$ cat config.mk
export PLATFORM = sky130hd
export DESIGN_NAME = svfe_useq
export DESIGN_NICKNAME = d
export VERILOG_FILES = /design/src/design/svfe_pkg.sv /design/src/design/svfe_useq.sv
export SDC_FILE = /design/constraint.sdc
export NUM_CORES = 1
export LEC_CHECK = 0
export BUFFER_PORTS_ARGS = -buffer_cell sky130_fd_sc_hd__buf_2
export CORE_AREA = 2 2 39 41
export DETAILED_ROUTE_END_ITERATION = 8
export DIE_AREA = 0 0 41 43
export GPL_ROUTABILITY_DRIVEN = 0
export GPL_TIMING_DRIVEN = 0
export PLACE_DENSITY = 0.68
export REMOVE_ABC_BUFFERS = 1
export SLEW_MARGIN = 25
export SYNTH_ARGS = -nofsm -noshare
export SYNTH_HDL_FRONTEND = slang
export SYNTH_SLANG_ARGS = --single-unit
$ cat constraint.sdc
create_clock -name i_clk -period 1.89 [get_ports i_clk]
set_clock_uncertainty 0.15 [all_clocks]
set_input_delay 0.2835 -clock i_clk [delete_from_list [all_inputs] [get_ports i_clk]]
set_output_delay 0.2835 -clock i_clk [all_outputs]
set_load 0.01 [all_outputs]
$ cat src/design/svfe_pkg.sv
// Shared types, constants, microcode program and arithmetic helpers of the echo audio chain.
package svfe_pkg;

    localparam int STEP_W = 4;
    typedef logic [STEP_W-1:0] t_step;

    // multiplier A operand select
    localparam logic [2:0] MA_BAND  = 3'd0;
    localparam logic [2:0] MA_HIGH  = 3'd1;
    localparam logic [2:0] MA_ENTRY = 3'd2;
    localparam logic [2:0] MA_DRY   = 3'd3;
    localparam logic [2:0] MA_CLIP  = 3'd4;
    localparam logic [2:0] MA_MIX   = 3'd5;

    // multiplier B operand select
    localparam logic [2:0] MB_F   = 3'd0;
    localparam logic [2:0] MB_Q   = 3'd1;
    localparam logic [2:0] MB_TAP = 3'd2;
    localparam logic [2:0] MB_DRY = 3'd3;
    localparam logic [2:0] MB_PCM = 3'd4;

    localparam logic [15:0] TAP_GAIN    = 16'd280;
    localparam logic [15:0] DRY_FB_GAIN = 16'd45875;
    localparam logic [15:0] PCM_SCALE   = 16'd30000;

    // datapath actions
    localparam logic [3:0] ACT_NONE  = 4'd0;
    localparam logic [3:0] ACT_LATCH = 4'd1;
    localparam logic [3:0] ACT_LOW   = 4'd2;
    localparam logic [3:0] ACT_HIGH  = 4'd3;
    localparam logic [3:0] ACT_BAND  = 4'd4;
    localparam logic [3:0] ACT_DLY   = 4'd5;
    localparam logic [3:0] ACT_FB    = 4'd6;
    localparam logic [3:0] ACT_STORE = 4'd7;
    localparam logic [3:0] ACT_EMIT  = 4'd8;

    // sequencer jumps
    localparam logic [1:0] JMP_NEXT     = 2'd0;
    localparam logic [1:0] JMP_WAIT_IN  = 2'd1;
    localparam logic [1:0] JMP_WAIT_OUT = 2'd2;

    typedef struct packed {
        logic       mul_en;
        logic [2:0] a_sel;
        logic [2:0] b_sel;
        logic [3:0] act;
        logic [1:0] jmp;
    } t_ctrl;

    typedef struct packed {
        logic go;
        logic hold;
    } t_seq_cond;

    function automatic t_ctrl ucode(input t_step step);
        t_ctrl c;
        c = '{mul_en: 1'b0, a_sel: MA_BAND, b_sel: MB_F, act: ACT_NONE, jmp: JMP_NEXT};
        case (step)
            4'd0:  begin c.act = ACT_LATCH; c.jmp = JMP_WAIT_IN; end
            4'd1:  begin c.mul_en = 1'b1; c.a_sel = MA_BAND; c.b_sel = MB_F; end
            4'd2:  begin
                c.mul_en = 1'b1; c.a_sel = MA_BAND; c.b_sel = MB_Q; c.act = ACT_LOW;
            end
            4'd3:  begin c.act = ACT_HIGH; end
            4'd4:  begin c.mul_en = 1'b1; c.a_sel = MA_HIGH; c.b_sel = MB_F; end
            4'd5:  begin
                c.mul_en = 1'b1; c.a_sel = MA_ENTRY; c.b_sel = MB_TAP; c.act = ACT_BAND;
            end
            4'd6:  begin
                c.mul_en = 1'b1; c.a_sel = MA_DRY; c.b_sel = MB_DRY; c.act = ACT_DLY;
            end
            4'd7:  begin c.act = ACT_FB; end
            4'd8:  begin c.mul_en = 1'b1; c.a_sel = MA_CLIP; c.b_sel = MB_PCM; end
            4'd9:  begin
                c.mul_en = 1'b1; c.a_sel = MA_MIX; c.b_sel = MB_PCM; c.act = ACT_STORE;
            end
            4'd10: begin c.act = ACT_EMIT; c.jmp = JMP_WAIT_OUT; end
            default: begin c.act = ACT_NONE; c.jmp = JMP_WAIT_OUT; end
        endcase
        return c;
    endfunction

    function automatic logic signed [31:0] sat32(input logic signed [34:0] v);
        if (v > 35'sh0_7FFF_FFFF) begin
            return 32'sh7FFF_FFFF;
        end else if (v < -35'sh0_8000_0000) begin
            return -32'sh8000_0000;
        end
        return 32'(v);
    endfunction

    function automatic logic signed [24:0] clip_unit(input logic signed [33:0] v);
        if (v > 34'sd8388608) begin
            return 25'sd8388608;
        end else if (v < -34'sd8388608) begin
            return -25'sd8388608;
        end
        return 25'(v);
    endfunction

    // truncate toward zero a product scaled by 2^23
    function automatic logic signed [15:0] trunc_q23(input logic signed [48:0] v);
        logic signed [48:0] t;
        t = v[48] ? v + 49'sd8388607 : v;
        return 16'(t >>> 23);
    endfunction

endpackage

$ cat src/design/svfe_useq.sv
// Microcode sequencer: step counter, control ROM and conditional jumps.
module svfe_useq (
    input  logic                 i_clk,
    input  logic                 i_rst_n,
    input  svfe_pkg::t_seq_cond  i_cond,
    output svfe_pkg::t_ctrl      o_ctrl
);

    svfe_pkg::t_step r_step;
    svfe_pkg::t_step n_step;
    svfe_pkg::t_ctrl w_ctrl;

    assign w_ctrl = svfe_pkg::ucode(r_step);
    assign o_ctrl = w_ctrl;

    always_comb begin
        case (w_ctrl.jmp)
            svfe_pkg::JMP_NEXT:     n_step = r_step + 1'b1;
            svfe_pkg::JMP_WAIT_IN:  n_step = i_cond.go ? r_step + 1'b1 : r_step;
            svfe_pkg::JMP_WAIT_OUT: n_step = i_cond.hold ? r_step : '0;
            default:                n_step = '0;
        endcase
    end

    always_ff @(posedge i_clk) begin
        if (!i_rst_n) begin
            r_step <= '0;
        end else begin
            r_step <= n_step;
        end
    end

endmodule

* Yosys cells after proc, flatten, opt, wreduce, memory -nomap -nowiden
Cells that the tools add are included.
Storage, ports and cells: logic and storage cells 26, bits in registers 4, output and inout port bits 13
Cells by class: multiplexer cells 6, add/subtract/negate cells 1, equal/unequal tests 14, reduce and logical (&&, ||, !) cells 4
Operators by type and width (number):
- case mux 7 bit (7 select lines) | 1
- case mux 4 bit (8 select lines) | 1
- equality test 4 x 3 -> 1 bit, second input constant | 4
- equality test 4 bit, second input constant | 3
- case mux 4 bit (3 select lines) | 1
- OR reduction 9 bit | 1
- equality test 4 x 2 -> 1 bit, second input constant | 2
- 2-to-1 mux 4 bit | 2
- adder 4 x 1 -> 4 bit, second input constant | 1
- equality test 4 x 1 -> 1 bit, second input constant | 1
- logical NOT 4 bit | 1
- != test 2 bit, second input constant | 2
- case mux 2 bit (2 select lines) | 1
- equality test 2 x 1 -> 1 bit, second input constant | 1
- equality test 2 bit, second input constant | 1
- logical NOT 2 bit | 1
- AND reduction 2 bit | 1

* Logic depth before layout (Yosys ltp)
Gate-level depths: netlist (run 1).
depth in word-level cells 6, depth in mapped cells 7, depth with buffers taken out 7

* Worst setup path before layout (run 1)
OpenSTA, ideal clock, no wires.
kind register to output, start point reg r_step[0], end point out o_ctrl[11] (netlist bit), data arrival time 1.357 ns, slack 0.099 ns, path buffers 1, stages on the path, launching flop included 5, cells stage by stage dfxtp_1 ha_1 nor2_1 nor3b_1 buf_4
RTL lines:
- from (decl) | RTL line svfe_useq.sv:9 | svfe_pkg::t_step r_step;
- from (signal assigned) | RTL line svfe_useq.sv:29 | r_step <= n_step;
- to (decl) | RTL line svfe_useq.sv:6 | output svfe_pkg::t_ctrl o_ctrl

==> summary.md, run 1 <==
| Metric | Value |
|---|---|
| Status | `complete, no violations` |
| Seq/Total Area, Yosys | `18.1%` |
| Cell Pwr Density | `1470 nW/um^2` |
| Slew Limit Fails | `0` |
| Boundary Pins | `17` |
| Max-capacitance violation count | `0` |
| Slew @ Worst Pin | `493 ps` |
| Total Wirelength | `1010 um` |
| Post-DP HPWL | `698 um` |
| Die Area | `1760 sq um` |
| Total GRT Usage | `12.6%` |
| VDD IR max | `0.684 mV` |
| Commonest cells post-synth | `nor2_1 (7), dfxtp_1 (4), ha_1 (4), inv_1 (4)` |
| # rows | `14` |
| Area of the mapped netlist | `442 sq um` |
| Clock Latency Late Sink | `240 ps` |
| Minimum clock period | `1860 ps` |
| Die W | `41 um` |
| First drt pass iteration count | `4` |
| CTS H-tree depth | `1` |
| Port Buf Inserts | `16` |
| Vias after detailed routing | `462` |
| Clock Pin Slew Worst Setup and Hold Paths | `40 ps` |
| Final worst-path cycle share | `98.6%` |
| Grt total ovfl | `0` |
| Worst-path fanout max | `7` |
| Final setup viols | `0` |
| Core box area | `1380 sq um` |
| Crit start category | `register` |
| Clock power share | `11.3%` |
| Critical path class | `register to primary output` |
| NetSw | `0.000411 W` |
| Most flop-heavy register | `r_step` |
| Crit-path slowest cell | `dfxtp_4` |
| Synth top area share | `18.1%` |
| Count of clock tree sinks | `4` |
| Area contributors post-synth | `dfxtp_1 (18%), ha_1 (11%), nor2_1 (5.9%)` |
| Synth cell types | `28` |
| Vias per cell | `5.02` |
| Starting density of the core | `31.9%` |
| EDFF count, synth | `0` |
| Post-Syn Instances | `56` |
| Initial DRC Count | `9` |
| Worst rel slew slack | `67.1%` |
| Crit path buffers/inverters | `2` |
| Fmax achieved | `537 MHz` |
| Post-synth top area cell | `dfxtp_1` |
| Die height | `43 um` |
| Synth warn | `0` |
| Worst setup margin | `26.2 ps` |
| Flop pwr share | `17.2%` |
| Sw Share | `43.2%` |
| RSZ-0062 raised after global routing | `yes` |
| Synth async-reset ratio | `0%` |
| Vias in the first global route | `399` |
| Fin Setup TNS | `0 ps` |
| Antenna violations before repair | `0` |
| Longest Clk Path Bufs | `2` |
| CP cell instances | `inv_4 > ha_4 > nor2b_1 > a21oi_1 > o21ai_1 > buf_2` |
| First-pass GRT wire length | `1530 um` |
| Final Hold Fails | `0` |
| CTS tree | `built` |
| Main flop type after synthesis | `dfxtp_1` |
| Slowest cell delay on critical path | `360 ps` |
| Largest register FFs | `4` |
| Antenna cells | `0` |
| Biggest regs | `r_step: 4 flops` |
| Req. time, crit path | `1460 ps` |
| CP delay by family, top | `flip-flops` |
| Pint | `0.000540 W` |
| Arrival @ worst endpoint | `1430 ps` |
| Place WS | `-49.4 ps` |
| Post-route DRC violation count | `0` |
| Final Power | `0.000952 W` |
| Hold WC Path Type | `input pin to register` |
| Most frequent cell after synthesis | `nor2_1` |
| Nets@finish | `86` |
| Share of layout cells above drive strength 1 | `56.6%` |
| Leakage | `0.292 nW` |
| Avg Synthesized Cell Area | `7.89 sq um` |
| Per-cell routed wire length | `11.0 um` |
| Combinational share of power | `71.5%` |
| Largest net degree at the start of global routing | `15` |
| Area Overhead vs Synth | `46.5%` |
| Root Buffer Master | `clkbuf_4` |
| Antenna-violating nets left | `0` |
| Seq cells post-synth | `4` |
| Num CTS Buffers | `3` |
| Setup crit end kind | `primary output` |
## power by group through the flow
stage               registers [W]  clock network, W  logic, W
floorplan                0.000134                 0  0.000378
CTS                      0.000157          0.000110  0.000627
detailed placement       0.000142                 0  0.000500
global route             0.000169          0.000120  0.000735
global placement         0.000141                 0  0.000494
finish                   0.000164          0.000107  0.000681
## layout make-up
cell class                      instances  area (sq um)
Fill cell                             123           737
Multi-Input combinational cell         43           369
Timing Repair Buffer                   21           124
Sequential cell                         4          87.6
Inverter                                5          23.8
Clock buffer                            3          22.5
Tap cell                               16          20.0
## placed cells by master, fill, tap and decap left out, types with 2 or more instances in the layout
cell type	n
a21oi_1	2
buf_2	15
buf_4	5
clkbuf_4	3
dfxtp_1	2
dfxtp_4	2
ha_4	3
inv_1	2
inv_4	2
nand2_1	3
nand2b_1	2
nor2_1	6
nor2b_1	2
nor3_1	2
o21ai_1	3
o22ai_1	3
o22ai_2	2
## logic make-up (layout without fill, tap and decap cells)
family                   Yosys count  count (layout)  synth area share (%)
adder cells (fa/ha/maj)            4               4                  11.3
buffers and inverters              9              29                  9.91
AND/OR/NAND/NOR                   23              23                  32.9
AO/OA/AOI/OAI                     15              15                  25.2
flip-flops                         4               4                  18.1
multiplexers                       1               1                  2.55
## per-stage QoR
stage                     util (%)  std cells  cell area (sq um)  hold WS (ps)
after floorplan                  -         52                417           287
after global placement        37.3         84                517           338
after detailed placement      37.3         84                517           346
after CTS                     44.8         90                621           205
after global routing          46.7         92                647           202
final                         46.7         92                647           213
## layer usage
metal  routed length, um  share of wire [%]  up-vias  track usage, %
li1                    -                  -      235               -
met3                  40                3.9        0            6.28
met4                   0                  0        0            2.00
met5                   0                  0        -               0
met2                 560                 55       11            21.3
met1                 413                 41      216            13.5
## worst paths after layout
path / slack (ps) / end / startpoint / cells after the start
worst max-delay path: 30 / o_ctrl[3] / r_step[0]$_SDFFE_PN0P_ / 6
worst min-delay path: 210 / r_step[3]$_SDFFE_PN0P_ / i_rst_n / 2
worst max register to register: 170 / r_step[0]$_SDFFE_PN0P_ / r_step[0]$_SDFFE_PN0P_ / 9
worst min register to register: 380 / r_step[1]$_SDFFE_PN0P_ / r_step[1]$_SDFFE_PN0P_ / 2
## repair_timing
action / 4_1_cts / 5_1_grt
hold buffers: 0 / 0
buffers inserted: 3 / 2
pin swaps: 2 / 2
setup endpoints to repair: 7 / 6
gates resized for setup: 15 / 3
## worst reg2reg max path, stage by stage, from the launching register on
cell     delay (ps)
dfxtp_4         380
inv_4            60
ha_4            180
nor4_4          280
o22ai_2         110
inv_2           100
buf_4           100
buf_4            90
a21oi_2          60
o22ai_2         140
No activity file was read; power rests on OpenSTA's default activity.
==> run 2, diff against run 1 <==
--- a/config.mk
+++ b/config.mk
@@ -7,11 +7,12 @@
 export LEC_CHECK = 0
 export BUFFER_PORTS_ARGS = -buffer_cell sky130_fd_sc_hd__buf_2
 export CORE_AREA = 2 2 39 41
+export CTS_BUF_LIST = sky130_fd_sc_hd__clkbuf_2
 export DETAILED_ROUTE_END_ITERATION = 8
 export DIE_AREA = 0 0 41 43
 export GPL_ROUTABILITY_DRIVEN = 0
 export GPL_TIMING_DRIVEN = 0
-export PLACE_DENSITY = 0.68
+export PLACE_DENSITY = 0.7
 export REMOVE_ABC_BUFFERS = 1
 export SLEW_MARGIN = 25
 export SYNTH_ARGS = -nofsm -noshare
==> constraint.sdc (replaced) <==
create_clock -name i_clk -period 1.5 [get_ports i_clk]
set_clock_uncertainty 0.15 [all_clocks]
set_input_delay 0.225 -clock i_clk [delete_from_list [all_inputs] [get_ports i_clk]]
set_output_delay 0.225 -clock i_clk [all_outputs]
set_load 0.1 [all_outputs]
==> run 2 against run 1 <==
Net effect:
- the run now ends with negative setup slack left
- cell count rose by 7.6%
- hold slack got worse by 41 ps
- wire length increased by 31%
- global-route usage grew 4.6 points
- first-iteration DRC count shrank 44%
- clock-buffer cell count unchanged
==> summary.md, run 2 (synthesis gave the netlist of run 1 again) <==
| Metric | Value |
|---|---|
| Status | `finished with violations` |
| Failing checks | `negative setup slack` |
| Most frequent cells in the layout | `buf_6 (9), buf_12 (8), buf_4 (8)` |
| Worst-path fanout max | `6 (-1)` |
| Count of clock tree sinks | `4 (unchanged)` |
| Minimum clock period | `1860 ps` |
| Initial DRC Count | `5 (-4)` |
| Grt total ovfl | `0 (unchanged)` |
| Port Buf Inserts | `16 (unchanged)` |
| Post-DP HPWL | `696 um (-0.26%)` |
| Post-layout util | `70.0% (+23 points)` |
| Crit start category | `register` |
| Place WS | `-660 ps (-610 ps)` |
| Slew Limit Fails | `0 (unchanged)` |
| Vias after detailed routing | `507 (+9.7%)` |
| Die height | `43 um (unchanged)` |
| Antenna cells | `0 (unchanged)` |
| Per-cell routed wire length | `13.4 um (+21%)` |
| Post-Layout Cell Count | `99 (+7.6%)` |
| Antenna violations before repair | `0 (unchanged)` |
| CTS tree | `built` |
| Share of layout cells above drive strength 1 | `78.3% (+22 points)` |
| Starting density of the core | `31.9% (unchanged)` |
| Hold Buf Count CTS | `0 (unchanged)` |
| Num CTS Buffers | `3 (unchanged)` |
| Boundary Pins | `17 (unchanged)` |
| Longest Clk Path Bufs | `2 (unchanged)` |
| Met3 Track Usage GR | `6.28% (unchanged)` |
| Met1 Resource Use GR | `21.3% (+7.8 points)` |
| Arrival @ worst endpoint | `1480 ps (+50 ps)` |
| Final setup viols | `17 (+17)` |
| Die Area | `1760 sq um (unchanged)` |
| CTS H-tree depth | `1 (unchanged)` |
| Setup crit end kind | `primary output` |
| RSZ-0062 raised after global routing | `yes` |
| Total Wirelength | `1320 um (+31%)` |
| First drt pass iteration count | `2 (-2)` |
| Req. time, crit path | `1120 ps (-340 ps)` |
| Final Hold Fails | `0 (unchanged)` |
| Most flop-heavy register | `r_step` |
| Antenna-violating nets left | `0 (unchanged)` |
| Max-capacitance violation count | `0 (unchanged)` |
| Nets@finish | `93 (+8.1%)` |
| First-pass GRT wire length | `2140 um (+40%)` |
| Vias in the first global route | `495 (+24%)` |
| Total GRT Usage | `17.2% (+4.6 points)` |
| Clock Pin Slew Worst Setup and Hold Paths | `50 ps (about the same)` |
| Met2 Resource Use GR | `28.1% (+6.9 points)` |
| # rows | `14 (unchanged)` |
| Placed cell count | `84 (unchanged)` |
| Worst setup margin | `-356 ps (-382 ps)` |
| Root Buffer Master | `clkbuf_2` |
| Post-route DRC violation count | `0 (unchanged)` |
| Fin Setup TNS | `-4090 ps (-4090 ps)` |
| Worst rel slew slack | `80.5% (+13 points)` |
| Die W | `41 um (unchanged)` |
| Commonest non-fill, non-tap cell in the layout | `buf_6` |
| Hold WC Path Type | `input pin to register` |
| Critical path class | `register to primary output` |
| Largest register FFs | `4 (unchanged)` |
| Reg2reg setup slack | `-230 ps (-400 ps)` |
| Clock Latency Late Sink | `210 ps (-30 ps)` |
| Fmax achieved | `539 MHz` |
| Slew @ Worst Pin | `293 ps (-201 ps)` |
| Vias per cell | `5.12 (+2.0%)` |
| Final worst-path cycle share | `124%` |
| Largest net degree at the start of global routing | `15 (unchanged)` |
| FILL cells | `92 (-25%)` |
| Biggest regs | `r_step: 4 flops` |
| Top Usage Layer GRT | `met2` |
| Area Overhead vs Synth | `119%` |
| Core box area | `1380 sq um (unchanged)` |
## run 2: changes by cell type in the layout (fill, tap and decap cells not counted), sizes merged
cell  delta
buf      +7
## run 2: area by class of cell
class,instances,area (sq um),share of cell area (%)
inverters,5,23.8,2.45
clock buffers,3,15.0,1.55
flip-flops and latches,4,92.6,9.56
multi-input cells,43,480,49.6
well taps,16,20.0,2.07
repair buffers,28,337,34.8
## run 2: worst max-delay path, stage by stage (launching register included)
cell and delay [ps]:
dfxtp_4 380, inv_4 50, ha_4 200, nand2_4 100, o21ai_1 70, mux2_4 300, buf_12 170
## run 2: layer usage
layer | share of wire [%] | up-vias
li1 | - | 253
met2 | 55 | 10
met3 | 2.9 | 0
met1 | 42 | 244
met5 | 0 | -
met4 | 0 | 0
## run 2: repair_timing
item | in CTS | in global routing
setup buffers | 9 | 4
pin swaps | 14 | 7
gates resized for setup | 74 | 16
setup endpoints to repair | 17 | 17
## run 2: path summary, 6_finish.rpt
check	start	endpoint	cells past startpoint
worst max-delay path	r_step[1]$_SDFFE_PN0P_	o_ctrl[2]	6
worst min-delay path	i_rst_n	r_step[3]$_SDFFE_PN0P_	2
worst max register to register	r_step[1]$_SDFFE_PN0P_	r_step[0]$_SDFFE_PN0P_	9
worst min register to register	r_step[0]$_SDFFE_PN0P_	r_step[0]$_SDFFE_PN0P_	2
## run 2: metrics by stage
stage	cell area, sq um	hold WS [ps]
3_5_place_dp	517	346
3_3_place_gp	517	336
2_1_floorplan	417	228
5_1_grt	968	153
4_1_cts	871	162
6_report	968	172
Power of run 2 is left out: the tool's default activity adds up to more than one toggle a clock period on the data nets, which glitch-free logic cannot reach.
==> run 3, diff against run 2 <==
--- a/config.mk
+++ b/config.mk
@@ -5,6 +5,7 @@
 export SDC_FILE = /design/constraint.sdc
 export NUM_CORES = 1
 export LEC_CHECK = 0
+export ABC_AREA = 1
 export BUFFER_PORTS_ARGS = -buffer_cell sky130_fd_sc_hd__buf_2
 export CORE_AREA = 2 2 39 41
 export CTS_BUF_LIST = sky130_fd_sc_hd__clkbuf_2
@@ -12,7 +13,7 @@
 export DIE_AREA = 0 0 41 43
 export GPL_ROUTABILITY_DRIVEN = 0
 export GPL_TIMING_DRIVEN = 0
-export PLACE_DENSITY = 0.7
+export PLACE_DENSITY = 0.75
 export REMOVE_ABC_BUFFERS = 1
 export SLEW_MARGIN = 25
 export SYNTH_ARGS = -nofsm -noshare
==> run 3 against run 2 <==
Net effect:
- the flow still finishes with violations (negative setup slack)
- register-to-register slack better by 110 ps
- via count is 8.5% higher
- sequential share of layout area is 0.44 points higher
- clock-buffer cell count stayed put
- utilization is 1.3 points lower
- non-clock buffer count is 5 lower
- flip-flop and latch count stayed put
- hold slack worse by 65 ps
- global-route usage is 0.34 points lower
- cell count is 13% higher
- highest routed layer is now met4
==> summary.md, run 3 <==
| Metric | Value |
|---|---|
| Post-DP HPWL | `829 um (+19%)` |
| Grt total ovfl | `0 (unchanged)` |
| Area of the mapped netlist | `502 sq um (+14%)` |
| Worst hold start | `i_rst_n` |
| Arrival @ worst endpoint | `1460 ps (-20 ps)` |
| Failing checks | `negative setup slack` |
| Synth async-reset ratio | `0% (unchanged)` |
| FF-to-FF path depth | `10 (+1)` |
| Vias in the first global route | `471 (-4.8%)` |
| R2r endpoint | `r_step[0]$_SDFFE_PN0P_` |
| EDFF count, synth | `0 (unchanged)` |
| Largest net degree at the start of global routing | `11 (-4)` |
| Most flop-heavy register | `r_step` |
| Worst setup margin | `-338 ps (+17.5 ps)` |
| Clock Pin Slew Worst Setup and Hold Paths | `50 ps (about the same)` |
| Max-capacitance violation count | `0 (unchanged)` |
| Avg Synthesized Cell Area | `6.87 sq um (-13%)` |
| Die W | `41 um (unchanged)` |
| Critical Path Sink | `o_ctrl[12]` |
| Seq/Total Area, Yosys | `16.0% (-2.2 points)` |
| Synth warn | `0 (unchanged)` |
| Crit start category | `register` |
| Final design area excluding fillers | `951 sq um (-1.8%)` |
| Initial DRC Count | `2 (-3)` |
| Seq cells post-synth | `4 (unchanged)` |
| First-pass GRT wire length | `2010 um (-5.8%)` |
| Hold WC Path Type | `input pin to register` |
| Port Buf Inserts | `16 (unchanged)` |
| CTS H-tree depth | `1 (unchanged)` |
| Antenna cells | `0 (unchanged)` |
| Reg-to-reg startpoint | `r_step[0]$_SDFFE_PN0P_` |
| Num CTS Buffers | `3 (unchanged)` |
| Hold slack | `107 ps (-65.4 ps)` |
| Antenna violations before repair | `0 (unchanged)` |
| First drt pass iteration count | `4 (+2)` |
| Synth top area share | `16.0% (-2.2 points)` |
| Critical path class | `register to primary output` |
| Setup crit end kind | `primary output` |
| Post-Layout Cell Count | `112 (+13%)` |
| Req. time, crit path | `1120 ps (about the same)` |
| Worst rel slew slack | `83.1% (+2.6 points)` |
| Worst-path fanout max | `4 (-2)` |
| Worst setup path start | `r_step[0]$_SDFFE_PN0P_` |
| Reg2reg setup slack | `-120 ps (+110 ps)` |
| Post-DP Area | `576 sq um (+11%)` |
| Total Wirelength | `1500 um (+13%)` |
| CTS tree | `built` |
| Post-synth top area cell | `dfxtp_1` |
| Commonest cells post-synth | `nand2_1 (12), inv_1 (8), nor2_1 (8)` |
| Starting density of the core | `36.3% (+4.3 points)` |
| Largest register FFs | `4 (unchanged)` |
| Fmax achieved | `544 MHz (+0.95%)` |
| Minimum clock period | `1840 ps (-17.5 ps)` |
| Placed cell count | `102 (+21%)` |
| Area contributors post-synth | `dfxtp_1 (16%), ha_1 (10%), nand2_1 (9.0%)` |
| Status | `finished with violations` |
| Slew @ Worst Pin | `253 ps (-40.1 ps)` |
| Share of layout cells above drive strength 1 | `69.8% (-8.5 points)` |
| Longest Clk Path Bufs | `2 (unchanged)` |
| Per-cell routed wire length | `13.4 um (+0.14%)` |
| Main flop type after synthesis | `dfxtp_1` |
| Nets@finish | `106 (+14%)` |
| Vias after detailed routing | `550 (+8.5%)` |
| Total GRT Usage | `16.9% (-0.34 points)` |
| Final Hold Fails | `0 (unchanged)` |
| Antenna-violating nets left | `0 (unchanged)` |
| Post-route DRC violation count | `0 (unchanged)` |
| Die height | `43 um (unchanged)` |
| Biggest regs | `r_step: 4 flops` |
| Final setup viols | `17 (unchanged)` |
| Final worst-path cycle share | `123% (-1.2 points)` |
| Post-Syn Instances | `73 (+30%)` |
| Area Overhead vs Synth | `89.5%` |
| Synth cell types | `23 (-18%)` |
| Clock Latency Late Sink | `210 ps (about the same)` |
| Most frequent cells in the layout | `nand2_1 (10), buf_12 (10), nand2_2 (6), buf_4 (6)` |
| Root Buffer Master | `clkbuf_2` |
| Boundary Pins | `17 (unchanged)` |
| RSZ-0062 raised after global routing | `yes` |
| Die Area | `1760 sq um (unchanged)` |
| Count of clock tree sinks | `4 (unchanged)` |
| Slew Limit Fails | `0 (unchanged)` |
| # rows | `14 (unchanged)` |
| Vias per cell | `4.91 (-4.1%)` |
| Core box area | `1380 sq um (unchanged)` |
| Most frequent cell after synthesis | `nand2_1` |
[run 3: cell count changes in the layout (fill, tap and decap cells not counted), sizes merged, moves of 3 or more]
cell / previous run / this run
nand3: 0 / 9
nand2: 3 / 19
nor2b: 3 / 0
o22ai: 5 / 0
inv: 5 / 13
nor2: 7 / 10
buf: 28 / 23
[run 3: layout make-up]
class	count	area, sq um
clock buffers	3	15.0
fillers	93	433
inverters	13	61.3
multi-input cells	53	454
flip-flops and latches	4	95.1
well taps	16	20.0
repair buffers	23	305
[run 3: repair_timing]
action | in CTS | in global routing
resized for setup | 66 | 21
pin swaps | 3 | 7
hold buffers | 0 | 0
cloned | 0 | 0
setup endpoints to repair | 17 | 17
buffers inserted | 3 | 4
[run 3: worst min-delay path by stage]
stage	slack (ps)	to	depth (start not counted)
2_1_floorplan	200	r_step[0]$_SDFFE_PN0P_	2
3_3_place_gp	320	r_step[2]$_SDFFE_PN0P_	3
3_5_place_dp	330	r_step[2]$_SDFFE_PN0P_	3
4_1_cts	90	r_step[2]$_SDFFE_PN0P_	3
5_1_grt	80	r_step[2]$_SDFFE_PN0P_	3
6_report	110	r_step[2]$_SDFFE_PN0P_	3
[run 3: through the flow]
| step | util [%] | setup TNS (ps) | worst slack, ps |
|---|---|---|---|
| final | 68.7 | -3360 | -338 |
| after global routing | 68.7 | -4610 | -416 |
| after CTS | 61.1 | -3480 | -353 |
| after detailed placement | 41.6 | -4820 | -519 |
| after global placement | 41.6 | -4400 | -482 |
| after floorplan | - | -20120 | -2150 |
[run 3: critical path: stages, from the launching register on]
cell     delay, ps
dfxtp_4        370
inv_6           80
ha_4           150
inv_4           60
a21oi_4        210
nor2_1          70
nand3_1        120
buf_12         190
[run 3: metal layers]
layer	vias up	global-route usage, %	wire length, um
li1	285	-	-
met1	248	16.7	554
met2	15	31.6	888
met3	2	1.57	39
met4	0	8.00	18
met5	-	0	0
[run 3: logic make-up (layout without fill, tap and decap cells)]
logic type	count (synthesis)	in the layout	share of synthesized area (%)
buffers and inverters	16	39	15.0
AND/OR/NAND/NOR	41	41	46.9
flip-flops	4	4	16.0
AO/OA/AOI/OAI	8	8	12.2
adder cells (fa/ha/maj)	4	4	9.98
Power of run 3 is left out for the same reason.
